## src/design/assert_macros.svh

```systemverilog
// Assertion macros used by the top level of the crowd floor field block.
// Include this header with a bare file name; it has no dependencies.
`ifndef ASSERT_MACROS_SVH
`define ASSERT_MACROS_SVH

// Same-cycle implication, sampled on the rising clock edge, off during reset.
`define CRF_ASSERT_IMPL(label, ck, rn, ante, cons) \
    label: assert property (@(posedge ck) disable iff (!(rn)) (ante) |-> (cons)) \
        else $error("assertion failed: same-cycle implication");

// Next-cycle implication, sampled on the rising clock edge, off during reset.
`define CRF_ASSERT_NEXT(label, ck, rn, ante, cons) \
    label: assert property (@(posedge ck) disable iff (!(rn)) (ante) |=> (cons)) \
        else $error("assertion failed: next-cycle implication");

`endif

```

## src/design/crf_pkg.sv

```systemverilog
// Package for the crowd floor field block: payload types and fixed constants.
// No dependencies; the top level and the cell refer to it by scoped names.
package crf_pkg;

    localparam int VALUE_W  = 16;
    localparam int WEIGHT_W = 12;
    localparam int COUNT_W  = 10;
    localparam int FINAL_W  = 21;
    localparam int BASE_W   = VALUE_W + 4;

    localparam logic [WEIGHT_W-1:0] WEIGHT_RESET = 12'd256;
    localparam logic [FINAL_W-1:0]  FINAL_MAX    = 21'h1F_FFFF;
    localparam logic [COUNT_W-2:0]  COUNT_SAT    = 9'd511;
    localparam logic signed [COUNT_W-1:0] WALL_COUNT = -10'sd1;

    localparam logic CMD_LOAD  = 1'b0;
    localparam logic CMD_QUERY = 1'b1;

    typedef logic [WEIGHT_W-1:0] weight_t;
    typedef logic signed [COUNT_W-1:0] count_t;

    typedef struct packed {
        logic               command;
        logic [VALUE_W-1:0] static_value;
        logic               is_wall;
        logic               last_cell;
    } in_item_t;

    typedef struct packed {
        logic signed [COUNT_W-1:0] dynamic_count;
        logic [FINAL_W-1:0]        final_value;
        logic                      overflow;
        logic                      last_out;
    } out_item_t;

endpackage

```

## src/design/crf_cell.sv

```systemverilog
// One cell of the occupant chain: holds one stored occupant value and passes a
// query token with its running count to the next cell. Depends on crf_pkg.
module crf_cell #(
    parameter int CNT_W = 9
) (
    input  logic                        clk,
    input  logic                        rst_n,
    input  logic                        shift_en,
    input  logic [crf_pkg::VALUE_W-1:0] value_in,
    output logic [crf_pkg::VALUE_W-1:0] value_out,
    input  logic                        active,
    input  logic [crf_pkg::VALUE_W-1:0] threshold,
    input  logic                        tok_valid_in,
    input  logic [CNT_W-1:0]            tok_cnt_in,
    output logic                        tok_valid_out,
    output logic [CNT_W-1:0]            tok_cnt_out
);

    logic [crf_pkg::VALUE_W-1:0] value_reg;
    logic                        tok_valid_reg;
    logic [CNT_W-1:0]            tok_cnt_reg;
    logic [CNT_W-1:0]            tok_cnt_next;
    logic                        hit;

    // Only cells below the fill level hold a stored occupant.
    assign hit          = active && (value_reg <= threshold);
    assign tok_cnt_next = tok_cnt_in + CNT_W'(hit);

    always_ff @(posedge clk)
    begin
        if (shift_en)
        begin
            value_reg <= value_in;
        end
        tok_cnt_reg <= tok_cnt_next;
    end

    always_ff @(posedge clk or negedge rst_n)
    begin
        if (!rst_n)
        begin
            tok_valid_reg <= 1'b0;
        end
        else
        begin
            tok_valid_reg <= tok_valid_in;
        end
    end

    assign value_out     = value_reg;
    assign tok_valid_out = tok_valid_reg;
    assign tok_cnt_out   = tok_cnt_reg;

endmodule
```

## config.mk

```make
export PLATFORM = sky130hd
export DESIGN_NAME = crf_cell
export DESIGN_NICKNAME = d
export VERILOG_FILES = /design/src/design/assert_macros.svh /design/src/design/crf_pkg.sv /design/src/design/crf_cell.sv
export SDC_FILE = /design/constraint.sdc
export NUM_CORES = 1
export LEC_CHECK = 0
export ABC_AREA = 0
export BUFFER_PORTS_ARGS = -buffer_cell sky130_fd_sc_hd__buf_2
export CORE_ASPECT_RATIO = 0.75
export CORE_UTILIZATION = 35
export DETAILED_ROUTE_END_ITERATION = 8
export PLACE_DENSITY = 0.66
export SYNTH_ARGS = -nofsm -noshare
export SYNTH_HDL_FRONTEND = slang
export SYNTH_SLANG_ARGS = --single-unit
```

## constraint.sdc

```tcl
create_clock -name clk -period 3.6 [get_ports clk]
set_clock_uncertainty 0.05 [all_clocks]
set_input_delay 0.36 -clock clk [delete_from_list [all_inputs] [get_ports clk]]
set_output_delay 0.36 -clock clk [all_outputs]
set_load 0.05 [all_outputs]
```

# Word-level counts from Yosys, hierarchy flattened
# Index checks and enable logic that the tools add are counted.
dict set report op_classes {
  add_sub_neg 1
  magnitude_cmp 1
  n_reduce_logical 1
}
# operator n
set op_table {}
lappend op_table {{16-bit less-or-equal comparator} 1}
lappend op_table {{9-bit by 1-bit adder with 9-bit output} 1}
lappend op_table {{1-bit logical AND} 1}
dict set report word_totals {
  reg_bits 26
  in_bits 46
}

# Depth between registers and ports, before layout
# Gate-level depths: netlist of the first run.
dict set report logic_depth {
  depth_word 3
  mapped_depth 10
  depth_no_buf 10
}

# Worst setup path after synthesis of the first run
# No wires, ideal clock.
dict set report synth_path {
  path_kind {register -> register}
  start {reg value_reg, in the netlist value_out[5]}
  end {reg tok_cnt_reg[8] (netlist: tok_cnt_out[8])}
  setup_time_ns 0.118
  path_stages_with_launch 10
  t_required_ns 3.432
  setup_slack_ns 1.061
  arrival_ns 2.370
  path_cell_list {edfxtp_1 -> ha_1 -> a21oi_1 -> o21ai_1 -> a221o_1 -> o31ai_1 -> ha_1 -> ha_1 -> nand4_1 -> xnor2_1}
}
dict set report synth_via {
  elab_chain_len 3
}
# element line_no
set synth_rtl {}
lappend synth_rtl {{start, declared} crf_cell.sv:19} ;# logic [crf_pkg::VALUE_W-1:0] value_reg;
lappend synth_rtl {{start signal, assigned} crf_cell.sv:33} ;# value_reg <= value_in;
lappend synth_rtl {{16-bit less-or-equal comparator} crf_cell.sv:26} ;# assign hit = active && (value_reg <= threshold);
lappend synth_rtl {{1-bit logical AND} crf_cell.sv:26}
lappend synth_rtl {{9-bit by 1-bit adder with 9-bit output} crf_cell.sv:27} ;# assign tok_cnt_next = tok_cnt_in + CNT_W'(hit);
lappend synth_rtl {{named net tok_cnt_next[8]} crf_cell.sv:22} ;# logic [CNT_W-1:0] tok_cnt_next;
lappend synth_rtl {{end signal, assigned} crf_cell.sv:35} ;# tok_cnt_reg <= tok_cnt_next;
lappend synth_rtl {{end, declared} crf_cell.sv:21} ;# logic [CNT_W-1:0] tok_cnt_reg;
# The timed path passes the listed nets, and every way through them passes these cells.
# A chain may end at the register's enable or synchronous reset.

# Final worst setup path of the first run
dict set report layout_path {
  start {reg value_reg, in the netlist value_out[7]}
  end {reg tok_cnt_reg[8] (netlist: tok_cnt_out[8])}
}
# The elaborated chain is that of the path after synthesis.

==> results.json, run 1 <==
{
  "status": "finished with violations",
  "grt_overflow_total": 0,
  "combPwrFrac_pct": 25.7,
  "intPower_mw": 0.523,
  "path_max_fanout": 4,
  "grt_pass1_vias": 972,
  "htreeDepth": 1,
  "leakagePower_nw": 0.873,
  "core_area_um2": 3330,
  "r2r-end": "tok_cnt_out[8]",
  "dp_hpwl_um": 2220,
  "startpoint": "value_out[7]",
  "clk_pin_slew_ns": 0.09,
  "fmax_ghz": 0.393,
  "violations": "design-rule violations",
  "switchingPower_mw": 0.238,
  "critPathCapture": "tok_cnt_out[8]",
  "rr_worst_depth": 9,
  "synth.area.mux_share_pct": 0,
  "io_buffers": 71,
  "syn-num-nets": 164,
  "die_area_um2": 3780,
  "swShare_pct": 31.3,
  "nNetsFinal": 241,
  "grt_max_degree": 17,
  "synth-compound-area-share_pct": 6.38,
  "syn_inst": 100,
  "postCtsSetupBuffers": 0,
  "p_total_mw": 0.761,
  "netlist.area_leader.share_pct": 38.9,
  "critPathLaunchType": "register",
  "tightest_slew_ns": 0.379,
  "drv_cap": 0,
  "grt_pass1_wl_um": 4060,
  "r2r_slack_ns": 1.06,
  "power_density_nw_per_um2": 443,
  "yosysWarnings": 0,
  "rsz0062_at_grt": "no",
  "num_vias": 1010,
  "placed_cells": 211,
  "die_h_um": 53.5,
  "tritoncts": "done",
  "num_io_pins": 72,
  "tns_ns": 0,
  "clock_path_buffers": 2,
  "ys_seq_area_share_pct": 55.5,
  "place.gp.congestion": 0.739,
  "antenna_found_initial": 0,
  "placementRows": 18,
  "grtUsageTotal_pct": 14.5,
  "synth_area_leaders": "edfxtp_1 39%, ha_1 18%, dfxtp_1 15%",
  "synth_fa_ha_area_share_pct": 18.2,
  "wirelength_um": 2650,
  "clkLatencyLatePin_ns": 0.27,
  "syn_avg_cell_area_um2": 12.4,
  "synth_xor_area_share_pct": 4.96,
  "yosys.area.top_type": "edfxtp_1",
  "root_buffer": "clkbuf_8",
  "final_cell_mix": "71 x buf_2, 18 x ha_1, 16 x inv_1, 16 x edfxtp_1, 9 x dfxtp_1",
  "cp.arrival_ns": 2.66,
  "wl_per_cell_um": 12.3,
  "power.share.clock_pct": 28.1,
  "drt_iter0_markers": 44,
  "numCtsBuffers": 3,
  "synth_cell_types": 24,
  "max-vdd-ir-drop_v": 0.000262,
  "yosys.area_share.simple_pct": 10.1,
  "ys_ff_latch": 26,
  "synth_top_family_by_area": "adder cells",
  "layout_commonest_cell": "buf_2",
  "final_cells": 216,
  "setup_viol": 0,
  "required_ns": 3.71,
  "syn_area_um2": 1240,
  "path_class": "reg2reg",
  "final-hold-violation-count": 0,
  "die_x_um": 70.6,
  "cp-end-kind": "register",
  "r2r_start": "value_out[7]",
  "maxSlewViolCount": 0,
  "fin_crit_ns": 2.54,
  "cts.sinks": 26,
  "slew_headroom_pct": 74.7,
  "antenna_cells": 0,
  "start_util_pct": 37.1,
  "drive_above_1_share_pct": 44.3,
  "hold_path.class": "in2reg",
  "firstDrtPassIters": 8,
  "seqPwrFrac_pct": 46.2,
  "ant_nets": 0,
  "syn_to_final_growth_pct": 39.0,
  "drc": 10,
  "via_per_inst": 4.68,
  "finalCritPeriodShare_pct": 70.7
}
-- logic make-up (layout without fill, tap and decap cells) --
kind of cell / Yosys count / count (layout)
xor gates and xnor gates: 7 / 7
and+or+nand+nor: 21 / 21
buffers and inverters: 16 / 92
adders and majority gates: 18 / 18
DFF: 26 / 26
AOI/OAI and AO/OA: 12 / 12
-- repair_timing --
| action | in CTS | in global routing |
|---|---|---|
| endpoints found under the hold margin | 1 | 0 |
| gates resized for setup | 0 | 0 |
| hold buffers | 1 | 0 |
| endpoints found under the setup margin | 0 | 0 |
-- flip-flops by register name, summed over array words and instances (netlist names) --
| register | cells |
|---|---|
| tok_cnt_out | 9 |
| tok_valid_out | 1 |
| value_out | 16 |
-- power by group through the flow --
stage	clock (mW)	combinational (mW)	sequential, mW
finish	0.214	0.196	0.352
global placement	0	0.191	0.357
global route	0.237	0.212	0.355
detailed placement	0	0.196	0.359
CTS	0.221	0.197	0.353
floorplan	0	0.0470	0.442
-- synth_stat cells (all sizes together) --
cell    count
nand2b      1
xor2        1
dfrtp       1
a221o       1
dfxtp       9
nor2        1
nor2b       1
nand2       5
and2        1
inv        16
o31ai       1
xnor2       6
a21o        1
and3        2
a21oi       6
nand4       6
o21ai       1
ha         18
o211ai      1
nor4        1
nand3       3
edfxtp     16
a21boi      1
-- metrics by stage --
step | setup WS (ns) | utilization, % | hold slack (ns) | area, um2
2_1_floorplan | 1.06 | - | 0.0144 | 1240
3_3_place_gp | 1.08 | 49.2 | 0.0842 | 1640
3_5_place_dp | 0.990 | 49.2 | 0.0865 | 1640
4_1_cts | 1.01 | 51.5 | 0.139 | 1720
5_1_grt | 0.829 | 51.5 | 0.119 | 1720
6_report | 1.06 | 51.5 | 0.145 | 1720
-- critical path, stage by stage (launching register included) --
cell and delay (ns):
edfxtp_1 0.40, ha_1 0.32, a21oi_1 0.14, o21ai_1 0.10
a221o_1 0.35, o31ai_1 0.28, ha_1 0.30, ha_1 0.25
nand4_1 0.12, xnor2_1 0.14
-- area by class of cell --
| type | count | area (um2) |
|---|---|---|
| Tap cell | 40 | 50.0 |
| Timing Repair Buffer | 72 | 365 |
| Sequential cell | 26 | 686 |
| Multi-Input combinational cell | 58 | 490 |
| Clock buffer | 4 | 66.3 |
| Fill cell | 316 | 1620 |
| Inverter | 16 | 60.1 |
-- worst min-delay path by stage --
| stage | from | endpoint | slack [ns] | depth (start not counted) |
|---|---|---|---|---|
| floorplan | rst_n | tok_valid_out | 0.01 | 0 |
| global route | tok_valid_in | tok_valid_out | 0.12 | 1 |
| detailed placement | rst_n | tok_valid_out | 0.09 | 1 |
| global placement | rst_n | tok_valid_out | 0.08 | 1 |
| CTS | tok_valid_in | tok_valid_out | 0.14 | 1 |
| finish | tok_valid_in | tok_valid_out | 0.14 | 1 |
-- layer usage --
metal | part of all wire, % | up-vias | global-route usage (%)
li1 | - | 505 | -
met1 | 40 | 458 | 16.2
met2 | 49 | 45 | 26.4
met3 | 9.6 | 2 | 6.67
met4 | 0.49 | 0 | 2.00
met5 | 0 | - | 0
Note: power is estimated with default switching activity, not from simulation.
==> run 2, diff against run 1 <==
Settings changed: ABC_AREA 0 to 1, PLACE_DENSITY 0.66 to 0.69.
Clock period 3.6 ns to 2.18 ns, I/O delays scaled along.
==> run 2 against run 1 <==
- largest cell class unchanged
- non-clock buffer count grew 11
- sequential cell count is the same
- final cell count grew 12%
- worst setup slack lost 1.2 ns
- the flow finishes with violations (design-rule violations, negative setup slack)
- clock power grew 64%
- highest routed layer unchanged
- maximum frequency grew 8.2%
- utilization grew 8.1 points
- first-iteration DRC count shrank 30%
==> results.json, run 2 <==
{
  "clock_path_buffers": 2,
  "synthArstFlopShare_pct": 3.85,
  "design_area_um2": 2000,
  "yosys.area_share.simple_pct": 12.0,
  "largest_reg_flops": 16,
  "place_area_um2": 1750,
  "intPower_mw": 0.898,
  "seqPwrFrac_pct": 44.4,
  "synth_cell_types": 18,
  "syn-num-nets": 179,
  "final-hold-violation-count": 0,
  "clkLatencyLatePin_ns": 0.27,
  "via_per_inst": 4.33,
  "swShare_pct": 31.7,
  "slew_headroom_pct": 74.4,
  "synth.area.mux_share_pct": 0,
  "syn_to_final_growth_pct": 59.2,
  "cp-end-kind": "register",
  "syn_avg_cell_area_um2": 10.9,
  "place.gp.congestion": 0.689,
  "root_buffer": "clkbuf_8",
  "dp_hpwl_um": 2060,
  "power_density_nw_per_um2": 657,
  "nNetsFinal": 267,
  "ys_seq_area_share_pct": 54.5,
  "grt_pass1_vias": 946,
  "drive_above_1_share_pct": 52.5,
  "tritoncts": "done",
  "yosys.area.top_type": "edfxtp_1",
  "num_vias": 1049,
  "num_io_pins": 72,
  "drc": 6,
  "grt_max_degree": 17,
  "required_ns": 2.30,
  "grt_pass1_wl_um": 3950,
  "finalCritPeriodShare_pct": 108,
  "wirelength_um": 2760,
  "placementRows": 18,
  "finalHoldWorstSlack_ns": 0.0663,
  "grtUsageTotal_pct": 14.1,
  "synthFlopType": "edfxtp_1",
  "r2r_slack_ns": -0.17,
  "io_buffers": 71,
  "die_area_um2": 3840,
  "switchingPower_mw": 0.418,
  "numCtsBuffers": 3,
  "synth_most_common_cell": "inv_1",
  "antenna_cells": 0,
  "hold_path.class": "in2reg",
  "ant_nets": 0,
  "rr_worst_depth": 11,
  "critPathLaunchType": "register",
  "drv_cap": 0,
  "layout_commonest_cell": "buf_2",
  "synth_xor_area_share_pct": 4.88,
  "fmax_ghz": 0.425,
  "syn_inst": 115,
  "startpoint": "value_out[11]",
  "leakagePower_nw": 0.998,
  "synth_top_family_by_area": "adder cells",
  "max-vdd-ir-drop_v": 0.000407,
  "antenna_found_initial": 0,
  "synth-edff-count": 16,
  "final_cells": 242,
  "maxSlewViolCount": 0,
  "drt_iter0_markers": 31,
  "tightest_slew_ns": 0.384,
  "start_util_pct": 37.5,
  "firstDrtPassIters": 7,
  "min_path_cells": 1,
  "rsz0062_at_grt": "yes",
  "combPwrFrac_pct": 28.9,
  "whs_endpoint": "value_out[3]",
  "synth-compound-area-share_pct": 3.78,
  "syn_area_um2": 1260,
  "setup_viol": 5,
  "ys_ff_latch": 26,
  "fin_crit_ns": 2.35,
  "clk_pin_slew_ns": 0.09,
  "status": "finished with violations",
  "violations": "design-rule violations, negative setup slack",
  "wl_per_cell_um": 11.4,
  "final_cell_mix": "71 x buf_2, 23 x inv_1, 16 x edfxtp_1, 14 x nand2_1, 10 x ha_4",
  "timing.final.ws_setup_ns": -0.172,
  "hold_start": "value_in[3]",
  "path_max_fanout": 3,
  "path_class": "reg2reg",
  "die_x_um": 71.2,
  "netlist.area_leader.share_pct": 38.2,
  "core_area_um2": 3360,
  "placed_cells": 233,
  "die_h_um": 53.9,
  "synth_area_leaders": "edfxtp_1 38%, ha_1 18%, dfxtp_1 14%",
  "grt_overflow_total": 0,
  "r2r-end": "tok_cnt_out[8]",
  "ys_top_cells_by_count": "23 x inv_1, 18 x ha_1, 17 x nand2_1",
  "htreeDepth": 1,
  "yosysWarnings": 0,
  "postLayoutCoreUtil_pct": 59.7,
  "power.share.clock_pct": 26.7,
  "cts.sinks": 26,
  "cp.arrival_ns": 2.47,
  "r2r_start": "value_out[11]",
  "synth_fa_ha_area_share_pct": 17.9
}
run 2: cell count changes after synthesis, moves of 2 or more:
cell     before  now
nand3_1       3    5
nor2_1        1    5
inv_1        16   23
and3_1        2    0
xnor2_1       6    2
xor2_1        1    5
nand4_1       5    1
nand2_1       5   17
run 2: power groups by stage:
| stage | clock (mW) | combinational (mW) | sequential [mW] |
|---|---|---|---|
| floorplan | 0 | 0.0881 | 0.730 |
| global placement | 0 | 0.334 | 0.591 |
| detailed placement | 0 | 0.339 | 0.592 |
| CTS | 0.364 | 0.350 | 0.582 |
| global route | 0.391 | 0.416 | 0.590 |
| finish | 0.351 | 0.380 | 0.585 |
run 2: timing repair:
item,CTS,global route
cloned,0,0
setup buffers,2,1
pin swaps,4,17
gates resized for setup,4,14
hold buffers,2,0
endpoints found under the hold margin,2,0
setup endpoints to repair,5,6
run 2: how the worst max path moves through the flow:
stage,end,slack (ns),cells past startpoint
floorplan,tok_cnt_out[8],-0.31,14
global placement,tok_cnt_out[8],-0.17,14
detailed placement,tok_cnt_out[8],-0.22,14
CTS,tok_cnt_out[8],-0.18,14
global route,tok_cnt_out[8],-0.33,16
finish,tok_cnt_out[8],-0.17,11
run 2: worst max-delay path: stages, from the launching register on:
cell	delay [ns]
edfxtp_1	0.44
ha_4	0.30
nand4_1	0.13
nor3_4	0.16
nand3_1	0.12
a21oi_2	0.19
ha_4	0.18
ha_4	0.15
nand3_4	0.09
nor3b_4	0.21
nand3_1	0.11
xnor2_1	0.13
run 2: metrics by stage:
stage / setup slack (ns) / TNS [ns] / total power, mW
2_1_floorplan: -0.308 / -0.686 / 0.818
3_3_place_gp: -0.174 / -0.486 / 0.926
3_5_place_dp: -0.217 / -0.584 / 0.931
4_1_cts: -0.180 / -0.732 / 1.30
5_1_grt: -0.331 / -1.16 / 1.40
6_report: -0.172 / -0.477 / 1.32
run 2: per-layer routing:
| layer | global-route usage [%] | vias up | wire length [um] |
|---|---|---|---|
| met3 | 7.49 | 2 | 333 |
| met5 | 0 | - | 0 |
| li1 | - | 549 | - |
| met2 | 23.3 | 48 | 1190 |
| met1 | 16.4 | 450 | 1240 |
| met4 | 3.00 | 0 | 8 |
run 2: cell type report:
| class | count | area, um2 |
|---|---|---|
| Clock buffer | 4 | 66.3 |
| Sequential cell | 26 | 686 |
| Timing Repair Buffer | 83 | 454 |
| Inverter | 23 | 86.3 |
| Tap cell | 40 | 50.0 |
| Fill cell | 310 | 1350 |
| Multi-Input combinational cell | 66 | 659 |
run 2: cell families (layout without fill, tap and decap cells):
group,count (synthesis),count (layout)
AO/OA/AOI/OAI,9,9
XOR/XNOR,7,7
adder cells (fa/ha/maj),18,18
buffers and inverters,23,110
flip-flops,26,26
AND/OR/NAND/NOR,32,32
